`src/sv/pfx_eval_pkg.sv`:
```
// Package: widths, symbol codes and status codes of the postfix evaluator.
package pfx_eval_pkg;

   localparam int STACK_DEPTH   = 64;
   localparam int FRACTION_BITS = 16;

   localparam int SYM_W  = 8;
   localparam int VAL_W  = 48;
   localparam int STAT_W = 3;

   localparam int SP_W   = $clog2(STACK_DEPTH + 1);
   localparam int ADDR_W = $clog2(STACK_DEPTH);
   localparam int NUM_W  = VAL_W + FRACTION_BITS;   // dividend / quotient width
   localparam int PROD_W = 2 * VAL_W;               // full product width
   localparam int ALU_W  = VAL_W + 2;
   localparam int CNT_W  = $clog2(NUM_W);

   localparam logic [VAL_W-1:0] VAL_MAX_MAG = {1'b0, {(VAL_W-1){1'b1}}};
   localparam logic [VAL_W-1:0] VAL_MIN_MAG = {1'b1, {(VAL_W-1){1'b0}}};

   localparam logic [SYM_W-1:0] SYM_ZERO = 8'h30;
   localparam logic [SYM_W-1:0] SYM_NINE = 8'h39;
   localparam logic [SYM_W-1:0] SYM_MUL  = 8'h2A;
   localparam logic [SYM_W-1:0] SYM_ADD  = 8'h2B;
   localparam logic [SYM_W-1:0] SYM_SUB  = 8'h2D;
   localparam logic [SYM_W-1:0] SYM_DIV  = 8'h2F;

   typedef enum logic [STAT_W-1:0] {
      STAT_OK    = 3'd0,
      STAT_UNDER = 3'd1,
      STAT_DIV0  = 3'd2,
      STAT_FULL  = 3'd3,
      STAT_SAT   = 3'd4
   } status_type;

endpackage

```
`src/sv/pfx_eval_if.sv`:
```
// Interfaces: request and response channels of the postfix evaluator.
interface pfx_eval_req_if;
   import pfx_eval_pkg::*;

   logic             valid;
   logic             ready;
   logic [SYM_W-1:0] symbol;
   logic             end_of_expression;

   modport source (output valid, output symbol, output end_of_expression, input ready);
   modport sink   (input valid, input symbol, input end_of_expression, output ready);
endinterface

interface pfx_eval_rsp_if;
   import pfx_eval_pkg::*;

   logic                    valid;
   logic                    ready;
   logic signed [VAL_W-1:0] value;
   status_type              status;

   modport source (output valid, output value, output status, input ready);
   modport sink   (input valid, input value, input status, output ready);
endinterface

```
`src/sv/postfix_expression_evaluator_top.sv`:
```
// Top level: postfix evaluator with operand stack and shared iterative ALU.
//
// Usage:
//  - req_ch carries one ASCII character per request (symbol) plus
//    end_of_expression. Digits push, * / + - pop two and push the result,
//    anything else is ignored. Values are signed Q31.16, saturating.
//  - On a request with end_of_expression set, one response goes out on
//    rsp_ch with the top of stack (0 if empty) and a status; the stack and
//    the held error are then cleared. Other requests give no response.
//  - req_ch.ready is high only in S_IDLE. Digits and ignored symbols are
//    done there; + or - pass through S_LOAD; * and / through S_LOAD, S_MAGR,
//    48 shift-add steps (S_MUL) or 64 restoring divide steps (S_DIV), S_FIN
//    and S_SIGN. All arithmetic goes through one 50-bit add/subtract unit.
//    An end-of-expression request adds S_OUT to load the response.
//  - The response is loaded in S_OUT once the last symbol is processed.
//    The response sits in an output register; if rsp_ch stalls, new
//    requests are still taken until the next response must be loaded,
//    which then waits for the held one to go.
//  - Reset (synchronous, active high) empties the stack, clears the held
//    error and drops rsp_ch.valid. The stack memory itself is not cleared;
//    only entries below the stack pointer are ever used.
module postfix_expression_evaluator_top (
   input logic             clock,
   input logic             reset,
   pfx_eval_req_if.sink    req_ch,
   pfx_eval_rsp_if.source  rsp_ch
);
   import pfx_eval_pkg::*;

   typedef enum logic [2:0] {
      S_IDLE, S_LOAD, S_MAGR, S_MUL, S_DIV, S_FIN, S_SIGN, S_OUT
   } state_type;

   typedef enum logic [1:0] {OP_ADD, OP_SUB, OP_MUL, OP_DIV} op_type;

   function automatic status_type raise_err(status_type cur, status_type code);
      return (cur == STAT_OK) ? code : cur;
   endfunction

   // control
   state_type        state_ff, state_in;
   logic [SP_W-1:0]  sp_ff, sp_in;
   status_type       err_ff, err_in;
   op_type           op_ff, op_in;
   logic             last_ff, last_in;
   logic             neg_ff, neg_in;
   logic [CNT_W-1:0] cnt_ff, cnt_in;
   logic             rsp_valid_ff, rsp_valid_in;

   // datapath: top of stack is cached, memory holds the entries below it
   logic [VAL_W-1:0] top_ff, top_in;
   logic [VAL_W-1:0] acc_ff, acc_in;   // product high half / remainder / magnitude
   logic [NUM_W-1:0] wrk_ff, wrk_in;   // multiplier + product low / dividend -> quotient
   logic [VAL_W-1:0] opd_ff, opd_in;   // multiplicand or divisor magnitude
   logic [VAL_W-1:0] rsp_value_ff, rsp_value_in;
   status_type       rsp_status_ff, rsp_status_in;

   // stack memory
   logic [VAL_W-1:0]  stack_mem [STACK_DEPTH];
   logic [VAL_W-1:0]  rd_ff;
   logic              mem_we;
   logic [SP_W-1:0]   sp_dec, sp_dec2;
   logic [ADDR_W-1:0] wr_addr, rd_addr;

   // shared ALU
   logic [ALU_W-1:0] alu_a, alu_b, alu_sum;
   logic             alu_sub;

   // misc decode
   logic [SYM_W-1:0]  sym_off;
   logic [VAL_W-1:0]  digit_val;
   logic              as_ovf;
   logic [VAL_W-1:0]  as_val;
   logic [VAL_W-1:0]  lmag;
   logic [PROD_W-1:0] fin_full, fin_bound;
   logic              fin_sat;
   logic [VAL_W-1:0]  fin_mag;
   state_type         done_state;

   assign req_ch.ready  = (state_ff == S_IDLE);
   assign rsp_ch.valid  = rsp_valid_ff;
   assign rsp_ch.value  = rsp_value_ff;
   assign rsp_ch.status = rsp_status_ff;

   assign sp_dec  = sp_ff - SP_W'(1);
   assign sp_dec2 = sp_ff - SP_W'(2);
   assign wr_addr = sp_dec[ADDR_W-1:0];
   assign rd_addr = sp_dec2[ADDR_W-1:0];

   assign sym_off   = req_ch.symbol - SYM_ZERO;
   assign digit_val = VAL_W'(sym_off[3:0]) << FRACTION_BITS;

   // operand mux for the one add/subtract unit
   always_comb begin
      alu_a   = '0;
      alu_b   = '0;
      alu_sub = 1'b0;
      case (state_ff)
         S_LOAD: begin
            if (op_ff == OP_ADD || op_ff == OP_SUB) begin
               alu_a   = {{2{rd_ff[VAL_W-1]}}, rd_ff};
               alu_b   = {{2{top_ff[VAL_W-1]}}, top_ff};
               alu_sub = (op_ff == OP_SUB);
            end else begin
               alu_b   = {2'b00, rd_ff};   // negate left operand
               alu_sub = 1'b1;
            end
         end
         S_MAGR: begin
            alu_b   = {2'b00, top_ff};
            alu_sub = 1'b1;
         end
         S_MUL: begin
            alu_a = {2'b00, acc_ff};
            alu_b = wrk_ff[0] ? {2'b00, opd_ff} : '0;
         end
         S_DIV: begin
            alu_a   = {1'b0, acc_ff, wrk_ff[NUM_W-1]};
            alu_b   = {2'b00, opd_ff};
            alu_sub = 1'b1;
         end
         S_SIGN: begin
            alu_b   = {2'b00, acc_ff};
            alu_sub = 1'b1;
         end
         default: begin
            alu_a   = '0;
         end
      endcase
   end

   assign alu_sum = alu_a + (alu_b ^ {ALU_W{alu_sub}}) + ALU_W'(alu_sub);

   // add/sub saturation: result fits when the top three bits agree
   assign as_ovf = (alu_sum[ALU_W-1] != alu_sum[VAL_W-1]) ||
                   (alu_sum[ALU_W-2] != alu_sum[VAL_W-1]);
   assign as_val = !as_ovf ? alu_sum[VAL_W-1:0] :
                   (alu_sum[ALU_W-1] ? VAL_MIN_MAG : VAL_MAX_MAG);

   assign lmag = rd_ff[VAL_W-1] ? alu_sum[VAL_W-1:0] : rd_ff;

   // final magnitude clamp for multiply and divide
   assign fin_full  = (op_ff == OP_MUL) ?
                      ({acc_ff, wrk_ff[VAL_W-1:0]} >> FRACTION_BITS) :
                      PROD_W'(wrk_ff);
   assign fin_bound = neg_ff ? PROD_W'(VAL_MIN_MAG) : PROD_W'(VAL_MAX_MAG);
   assign fin_sat   = (fin_full > fin_bound);
   assign fin_mag   = fin_sat ? fin_bound[VAL_W-1:0] : fin_full[VAL_W-1:0];

   always_comb begin
      state_in      = state_ff;
      sp_in         = sp_ff;
      err_in        = err_ff;
      op_in         = op_ff;
      last_in       = last_ff;
      neg_in        = neg_ff;
      cnt_in        = cnt_ff;
      top_in        = top_ff;
      acc_in        = acc_ff;
      wrk_in        = wrk_ff;
      opd_in        = opd_ff;
      rsp_valid_in  = rsp_valid_ff && !rsp_ch.ready;
      rsp_value_in  = rsp_value_ff;
      rsp_status_in = rsp_status_ff;
      mem_we        = 1'b0;
      done_state    = last_ff ? S_OUT : S_IDLE;

      case (state_ff)
         S_IDLE: begin
            if (req_ch.valid) begin
               last_in  = req_ch.end_of_expression;
               state_in = req_ch.end_of_expression ? S_OUT : S_IDLE;
               case (req_ch.symbol) inside
                  [SYM_ZERO:SYM_NINE]: begin
                     if (sp_ff >= SP_W'(STACK_DEPTH)) begin
                        err_in = raise_err(err_ff, STAT_FULL);
                     end else begin
                        mem_we = (sp_ff != '0);   // spill old top
                        sp_in  = sp_ff + SP_W'(1);
                        top_in = digit_val;
                     end
                  end
                  SYM_ADD, SYM_SUB, SYM_MUL, SYM_DIV: begin
                     case (req_ch.symbol)
                        SYM_ADD: op_in = OP_ADD;
                        SYM_SUB: op_in = OP_SUB;
                        SYM_MUL: op_in = OP_MUL;
                        default: op_in = OP_DIV;
                     endcase
                     if (sp_ff < SP_W'(2)) begin
                        err_in = raise_err(err_ff, STAT_UNDER);
                     end else begin
                        state_in = S_LOAD;   // left operand read under way
                     end
                  end
                  default: begin
                     op_in = op_ff;
                  end
               endcase
            end
         end

         S_LOAD: begin
            if (op_ff == OP_ADD || op_ff == OP_SUB) begin
               top_in   = as_val;
               sp_in    = sp_dec;
               state_in = done_state;
               if (as_ovf) begin
                  err_in = raise_err(err_ff, STAT_SAT);
               end
            end else if (op_ff == OP_DIV && top_ff == '0) begin
               top_in   = '0;
               sp_in    = sp_dec;
               err_in   = raise_err(err_ff, STAT_DIV0);
               state_in = done_state;
            end else begin
               wrk_in   = (op_ff == OP_DIV) ? (NUM_W'(lmag) << FRACTION_BITS) :
                                              NUM_W'(lmag);
               acc_in   = '0;
               neg_in   = rd_ff[VAL_W-1] ^ top_ff[VAL_W-1];
               state_in = S_MAGR;
            end
         end

         S_MAGR: begin
            opd_in   = top_ff[VAL_W-1] ? alu_sum[VAL_W-1:0] : top_ff;
            cnt_in   = '0;
            state_in = (op_ff == OP_MUL) ? S_MUL : S_DIV;
         end

         S_MUL: begin
            // shift-add, LSB of multiplier first
            acc_in             = alu_sum[VAL_W:1];
            wrk_in             = wrk_ff >> 1;
            wrk_in[VAL_W-1]    = alu_sum[0];
            cnt_in             = cnt_ff + CNT_W'(1);
            if (cnt_ff == CNT_W'(VAL_W - 1)) begin
               state_in = S_FIN;
            end
         end

         S_DIV: begin
            // restoring divide, one quotient bit per step
            if (!alu_sum[ALU_W-1]) begin
               acc_in = alu_sum[VAL_W-1:0];
            end else begin
               acc_in = {acc_ff[VAL_W-2:0], wrk_ff[NUM_W-1]};
            end
            wrk_in = {wrk_ff[NUM_W-2:0], !alu_sum[ALU_W-1]};
            cnt_in = cnt_ff + CNT_W'(1);
            if (cnt_ff == CNT_W'(NUM_W - 1)) begin
               state_in = S_FIN;
            end
         end

         S_FIN: begin
            acc_in   = fin_mag;
            state_in = S_SIGN;
            if (fin_sat) begin
               err_in = raise_err(err_ff, STAT_SAT);
            end
         end

         S_SIGN: begin
            top_in   = neg_ff ? alu_sum[VAL_W-1:0] : acc_ff;
            sp_in    = sp_dec;
            state_in = done_state;
         end

         S_OUT: begin
            if (!rsp_valid_ff || rsp_ch.ready) begin
               rsp_valid_in = 1'b1;
               rsp_value_in = (sp_ff != '0) ? top_ff : '0;
               if (err_ff != STAT_OK) begin
                  rsp_status_in = err_ff;
               end else if (sp_ff == '0) begin
                  rsp_status_in = STAT_UNDER;
               end else begin
                  rsp_status_in = STAT_OK;
               end
               sp_in    = '0;
               err_in   = STAT_OK;
               state_in = S_IDLE;
            end
         end

         default: begin
            state_in = S_IDLE;
         end
      endcase
   end

   always_ff @(posedge clock) begin
      if (reset) begin
         state_ff     <= S_IDLE;
         sp_ff        <= '0;
         err_ff       <= STAT_OK;
         rsp_valid_ff <= 1'b0;
      end else begin
         state_ff     <= state_in;
         sp_ff        <= sp_in;
         err_ff       <= err_in;
         rsp_valid_ff <= rsp_valid_in;
      end
      op_ff         <= op_in;
      last_ff       <= last_in;
      neg_ff        <= neg_in;
      cnt_ff        <= cnt_in;
      top_ff        <= top_in;
      acc_ff        <= acc_in;
      wrk_ff        <= wrk_in;
      opd_ff        <= opd_in;
      rsp_value_ff  <= rsp_value_in;
      rsp_status_ff <= rsp_status_in;
   end

   always_ff @(posedge clock) begin
      if (mem_we) begin
         stack_mem[wr_addr] <= top_ff;
      end
      rd_ff <= stack_mem[rd_addr];
   end

endmodule
```
`src/flat_wrapper.sv`:
```
// flat-port wrapper written by rule: the top's interface ports become plain ports
module postfix_expression_evaluator_top_flat import pfx_eval_pkg::*;
  (clock, reset, req_ch_valid, req_ch_symbol, req_ch_end_of_expression, req_ch_ready, rsp_ch_valid, rsp_ch_value, rsp_ch_status, rsp_ch_ready);
  pfx_eval_req_if req_ch_i ();
  pfx_eval_rsp_if rsp_ch_i ();
  input logic clock;
  input logic reset;
  input wire logic [$bits(req_ch_i.valid)-1:0] req_ch_valid;
  input wire logic [$bits(req_ch_i.symbol)-1:0] req_ch_symbol;
  input wire logic [$bits(req_ch_i.end_of_expression)-1:0] req_ch_end_of_expression;
  output wire logic [$bits(req_ch_i.ready)-1:0] req_ch_ready;
  output wire logic [$bits(rsp_ch_i.valid)-1:0] rsp_ch_valid;
  output wire logic [$bits(rsp_ch_i.value)-1:0] rsp_ch_value;
  output wire logic [$bits(rsp_ch_i.status)-1:0] rsp_ch_status;
  input wire logic [$bits(rsp_ch_i.ready)-1:0] rsp_ch_ready;
  assign req_ch_i.valid = req_ch_valid;
  assign req_ch_i.symbol = req_ch_symbol;
  assign req_ch_i.end_of_expression = req_ch_end_of_expression;
  assign req_ch_ready = req_ch_i.ready;
  assign rsp_ch_valid = rsp_ch_i.valid;
  assign rsp_ch_value = rsp_ch_i.value;
  assign rsp_ch_status = rsp_ch_i.status;
  assign rsp_ch_i.ready = rsp_ch_ready;
  postfix_expression_evaluator_top u_core (.clock(clock), .reset(reset), .req_ch(req_ch_i), .rsp_ch(rsp_ch_i));
endmodule
```
`config.mk`:
```
export PLATFORM = sky130hd
export DESIGN_NAME = postfix_expression_evaluator_top_flat
export DESIGN_NICKNAME = d
export VERILOG_FILES = /design/src/sv/pfx_eval_pkg.sv /design/src/sv/pfx_eval_if.sv /design/src/sv/postfix_expression_evaluator_top.sv /design/src/flat_wrapper.sv
export SDC_FILE = /design/constraint.sdc
export NUM_CORES = 2
export LEC_CHECK = 0
export ABC_CLOCK_PERIOD_IN_PS = 4900
export BUFFER_PORTS_ARGS = -buffer_cell sky130_fd_sc_hd__buf_2
export CAP_MARGIN = 10
export CELL_PAD_IN_SITES_DETAIL_PLACEMENT = 0
export CELL_PAD_IN_SITES_GLOBAL_PLACEMENT = 2
export CORE_UTILIZATION = 30
export CTS_CLUSTER_DIAMETER = 30
export DETAILED_ROUTE_END_ITERATION = 10
export PLACE_DENSITY = 0.56
export SYNTH_ARGS = -nofsm -noshare
export SYNTH_HDL_FRONTEND = slang
export SYNTH_SLANG_ARGS = --single-unit
```
`constraint.sdc`:
```
create_clock -name clock -period 4.9 [get_ports clock]
set_input_delay 0.98 -clock clock [delete_from_list [all_inputs] [get_ports clock]]
set_output_delay 0.98 -clock clock [all_outputs]
set_load 0.01 [all_outputs]
```
==> metrics.txt <==
# TYPE chip_impl_metric gauge
chip_impl_info{name="run_status",value="complete, but fails checks"} 1
chip_impl_info{name="violations_in_the_final_reports",value="setup timing"} 1
chip_impl_info{name="worstHoldEndpoint",value="u_core.last_ff$_DFFE_PP_"} 1
chip_impl_info{name="final_cell_mix",value="3341 x sky130_fd_sc_hd__edfxtp_1, 994 x sky130_fd_sc_hd__mux4_2, 718 x sky130_fd_sc_hd__clkbuf_16"} 1
chip_impl_metric{name="nets",unit=""} 8303
chip_impl_metric{name="die_height",unit="microns"} 683
chip_impl_info{name="hold_start",value="req_ch_end_of_expression"} 1
chip_impl_metric{name="slew_violations",unit=""} 0
chip_impl_metric{name="seq_area_frac_synth",unit="%"} 72.9
chip_impl_metric{name="max_freq",unit="MHz"} 198
chip_impl_info{name="r2r_start",value="u_core.wrk_ff[0]$_DFFE_PP_"} 1
chip_impl_metric{name="placementRows",unit=""} 249
chip_impl_info{name="mostFrequentLayoutCell",value="sky130_fd_sc_hd__edfxtp_1"} 1
chip_impl_metric{name="drt-total-wl",unit="microns"} 481000
chip_impl_metric{name="drt-initial-drc-count",unit=""} 9082
chip_impl_metric{name="ys.warnings.count",unit=""} 0
chip_impl_metric{name="clock_pin_slew_reported_for_the_worst_setup_and_hold_paths_after_clock_tree_synthesis",unit="ns"} 0.04
chip_impl_info{name="critical_path_class",value="register to register"} 1
chip_impl_metric{name="netlist_area",unit="sq um"} 139000
chip_impl_metric{name="syn_inst",unit=""} 6905
chip_impl_info{name="root_buffer",value="sky130_fd_sc_hd__clkbuf_16"} 1
chip_impl_metric{name="final.period_utilization",unit="%"} 103
chip_impl_metric{name="synth_xor_xnor_area_share",unit="%"} 0.697
chip_impl_metric{name="critPathMaxFanout",unit=""} 5
chip_impl_metric{name="drv.max_cap_violation_count",unit=""} 0
chip_impl_metric{name="rr_worst_depth",unit=""} 18
chip_impl_metric{name="initial_core_util",unit="%"} 30.2
chip_impl_metric{name="cts_buffers",unit=""} 694
chip_impl_metric{name="die-width",unit="microns"} 683
chip_impl_metric{name="vdd_ir_drop_max",unit="mV"} 0.895
chip_impl_metric{name="synth.net_count",unit=""} 7022
chip_impl_info{name="critical_path_slowest_stage_cell",value="sky130_fd_sc_hd__a222oi_1"} 1
chip_impl_metric{name="synth_fa_ha_area_share",unit="%"} 0.939
chip_impl_info{name="critical_path.reg2reg.endpoint",value="u_core.top_ff[31]$_DFFE_PP_"} 1
chip_impl_metric{name="drc_errors",unit=""} 0
chip_impl_metric{name="static-leakage-power",unit="nW"} 60.0
chip_impl_metric{name="initial_antenna_violation_count",unit=""} 32
chip_impl_metric{name="simple_gate_area_share_of_the_yosys_netlist",unit="%"} 2.88
chip_impl_info{name="worstSetupStartpointType",value="register"} 1
chip_impl_metric{name="cts_max_level",unit=""} 6
chip_impl_metric{name="global_route.overflow_total",unit=""} 0
chip_impl_info{name="worst_hold_path_type",value="input port to register"} 1
chip_impl_metric{name="ys_async_sr_fraction",unit="%"} 0
chip_impl_metric{name="drt-vias-per-instance",unit=""} 5.30
chip_impl_metric{name="postLayoutSetupSlackWorst",unit="ns"} -0.157
chip_impl_metric{name="synth_compound_gate_area_share",unit="%"} 3.76
chip_impl_metric{name="yosys_register_bits",unit=""} 3403
chip_impl_metric{name="cts-root-to-sink-buffers",unit=""} 4
chip_impl_metric{name="setup_viol",unit=""} 76
chip_impl_info{name="rsz0062_at_grt",value="true"} 1
chip_impl_metric{name="boundaryPins",unit=""} 66
chip_impl_metric{name="fillCellCount",unit=""} 41500
chip_impl_info{name="critPathCaptureType",value="register"} 1
chip_impl_metric{name="largest_net_degree_at_the_start_of_global_routing",unit=""} 125
chip_impl_metric{name="clk_latency",unit="ns"} 1.06
chip_impl_metric{name="worst_slew_pin_slew",unit="ns"} 1.24
chip_impl_metric{name="dp.final_hpwl",unit="microns"} 288000
chip_impl_info{name="timing.critical_path.cells",value="and4b_1, or2_4, buf_8, a222oi_1, buf_4, nand2_2, xnor2_2, ha_1, and4_1, a221o_1, and2_4, a211oi_2, nand3b_1, or3_4, buf_12, buf_16, a21oi_2, o22ai_1"} 1
chip_impl_metric{name="number_of_global_route_vias_before_repair",unit=""} 81100
chip_impl_metric{name="finalWorstPathRequiredPeriod",unit="ns"} 5.06
chip_impl_metric{name="power-per-cell-area",unit="nW/um^2"} 842
chip_impl_metric{name="final.setup.tns",unit="ns"} -4.61
chip_impl_info{name="tritoncts",value="built"} 1
chip_impl_metric{name="replace_congestion",unit=""} 0.908
chip_impl_metric{name="skew",unit="ns"} 0.0497
chip_impl_info{name="largest_family_of_logic_cells_by_synthesized_area",value="multiplexers"} 1
chip_impl_metric{name="timing.hold.worst_path_depth",unit=""} 1
chip_impl_metric{name="wire_length_of_the_first_global_routing_pass",unit="microns"} 658000
chip_impl_metric{name="routed_wire_length_per_instance",unit="microns"} 32.2
chip_impl_metric{name="design_area",unit="sq um"} 182000
chip_impl_metric{name="r2r_slack",unit="ns"} -0.16
chip_impl_metric{name="register_area",unit="sq um"} 102000
chip_impl_metric{name="groute.usage.overall",unit="%"} 20.0
chip_impl_metric{name="first_pass_iters",unit=""} 9
chip_impl_metric{name="synth_edf_count",unit=""} 3341
chip_impl_metric{name="die_area",unit="sq um"} 467000
chip_impl_metric{name="placement.io_buffers",unit=""} 65
chip_impl_metric{name="hold_violations",unit=""} 0
chip_impl_metric{name="ys_types",unit=""} 83
chip_impl_metric{name="syn_avg_cell_area",unit="sq um"} 20.2
chip_impl_metric{name="route.antenna.remaining_nets",unit=""} 0
chip_impl_metric{name="relSlewSlack",unit="%"} 17.4
chip_impl_metric{name="cp_data_required_time",unit="ns"} 5.67
chip_impl_metric{name="routed-via-count",unit=""} 79100
chip_impl_metric{name="post-place-ws",unit="ns"} -0.917
chip_impl_info{name="synthFlopType",value="sky130_fd_sc_hd__edfxtp_1"} 1
chip_impl_metric{name="clkSinkCount",unit=""} 3403
chip_impl_metric{name="design.core.area",unit="sq um"} 461000
chip_impl_metric{name="critical-path-max-stage-delay",unit="ns"} 0.72
chip_impl_metric{name="postPlaceCellArea",unit="sq um"} 154000
chip_impl_metric{name="multi_input_area",unit="sq um"} 38000
chip_impl_metric{name="final_layout_size_suffix_gt1_share",unit="%"} 40.2
chip_impl_metric{name="area_delta_synth_final",unit="%"} 30.6
chip_impl_metric{name="crit_arrival",unit="ns"} 5.83
chip_impl_metric{name="synth.mux.area_fraction",unit="%"} 17.5
## cells by family after synthesis
logic type	Yosys count
AND/OR/NAND/NOR	888
adder cells (fa/ha/maj)	104
buffers and inverters	487
flip-flops	3403
AO/OA/AOI/OAI	735
XOR/XNOR	110
multiplexers	1178
## synth_stat cells, drive strengths merged, types with 4 or more instances
cell    number  area share [%]
nand4       28            0.13
nand2      415             1.1
nor2b       33            0.15
o21bai       8           0.043
o22ai       46            0.22
a22oi       62            0.34
o221a        4           0.032
dfxtp       62            0.89
mux4       994              16
a311oi       4           0.025
inv         76            0.20
a31o         4           0.025
a21oi      162            0.59
and4         9           0.057
o211ai      67            0.36
o211a        5           0.036
nand3       38            0.14
or3          4           0.018
nor3        27           0.097
o21ai      102            0.37
ha         103            0.92
a221o        6           0.043
a211oi      21            0.11
mux2i      102            0.73
a211o        4           0.025
and3        18           0.081
o21a        11           0.059
xor2        31            0.19
nor2       196            0.53
edfxtp    3341              72
nand2b      11           0.049
a21boi       8           0.043
o221ai      36            0.23
a21o        33            0.18
a31oi       20           0.090
and2        58            0.26
nor4        30            0.13
a22o         5           0.031
buf        122            0.38
a222oi      97            0.70
clkbuf     287            0.77
mux2        82            0.66
xnor2       79            0.50
or2          5           0.022
## where the power goes
part           internal, mW  switching (mW)  leakage (nW)
Combinational          27.4            38.3          17.6
Sequential             36.7            1.96          30.7
Clock                  32.9            15.9          11.7
## cell type report
class,count,area share [%]
Antenna cell,12,0.0165
Inverter,78,0.164
Clock inverter,503,3.52
Clock buffer,785,9.93
Timing Repair Buffer,992,5.45
Tap cell,6149,4.23
Sequential cell,3403,55.8
Multi-Input combinational cell,3017,20.9
## stage by stage
step	std cells	utilization (%)	hold slack (ns)	power (mW)
after floorplan	6905	-	0.482	67.8
after global placement	13500	33.5	0.505	97.1
after detailed placement	13500	33.5	0.508	97.3
after CTS	14900	39.1	0.0654	150
after global routing	14900	39.5	0.119	158
final	14900	39.5	0.145	153
## registers in the layout (all words and copies together), names as in the netlist
name                  flops
u_core.opd_ff            48
u_core.cnt_ff             6
u_core.op_ff              2
u_core.wrk_ff            64
u_core.err_ff             3
u_core.last_ff            1
u_core.top_ff            48
u_core.state_ff           3
u_core.acc_ff            48
u_core.sp_ff              7
u_core.rd_ff             48
u_core.rsp_ch.valid       1
u_core.stack_mem       3072
u_core.rsp_ch.value      48
u_core.neg_ff             1
u_core.rsp_ch.status      3
## layer usage
metal  wire length (microns)  vias up  track usage (%)
met4                   15100        6             5.93
met1                  203000    43200             27.3
met2                  230000     3129             32.6
met3                   32600      781             3.48
met5                      40        -                0
li1                        -    32000                -
## worst max-delay path: cells and delay by family (launching register included)
family | cells | cell delay [ns]
simple gates | 7 | 1.70
fa+ha+maj | 1 | 0.34
xor+xnor | 1 | 0.13
buf+inv | 4 | 0.71
compound gates | 5 | 1.49
flops | 1 | 0.39
## repair_timing
item	in CTS	in global routing
setup endpoints to repair	158	203
gates cloned	8	10
setup buffers	83	39
pin swaps	61	102
gates resized for setup	195	217
hold buffers	0	0
endpoints found under the hold margin	0	0
## worst max-delay path by stage
stage | cells after the start | startpoint | end | slack (ns)
finish | 18 | u_core.wrk_ff[0]$_DFFE_PP_ | u_core.top_ff[31]$_DFFE_PP_ | -0.16
global route | 22 | u_core.wrk_ff[0]$_DFFE_PP_ | u_core.top_ff[31]$_DFFE_PP_ | -0.26
CTS | 21 | u_core.state_ff[2]$_SDFFE_PP0P_ | u_core.top_ff[45]$_DFFE_PP_ | -0.11
detailed placement | 19 | u_core.state_ff[2]$_SDFFE_PP0P_ | u_core.wrk_ff[38]$_DFFE_PP_ | -0.92
global placement | 19 | u_core.op_ff[1]$_DFFE_PP_ | u_core.wrk_ff[38]$_DFFE_PP_ | -0.93
floorplan | 12 | u_core.sp_ff[0]$_SDFFE_PP0P_ | u_core.stack_mem[10][0]$_DFFE_PP_ | -0.37
No activity file was read; power rests on OpenSTA's default activity.
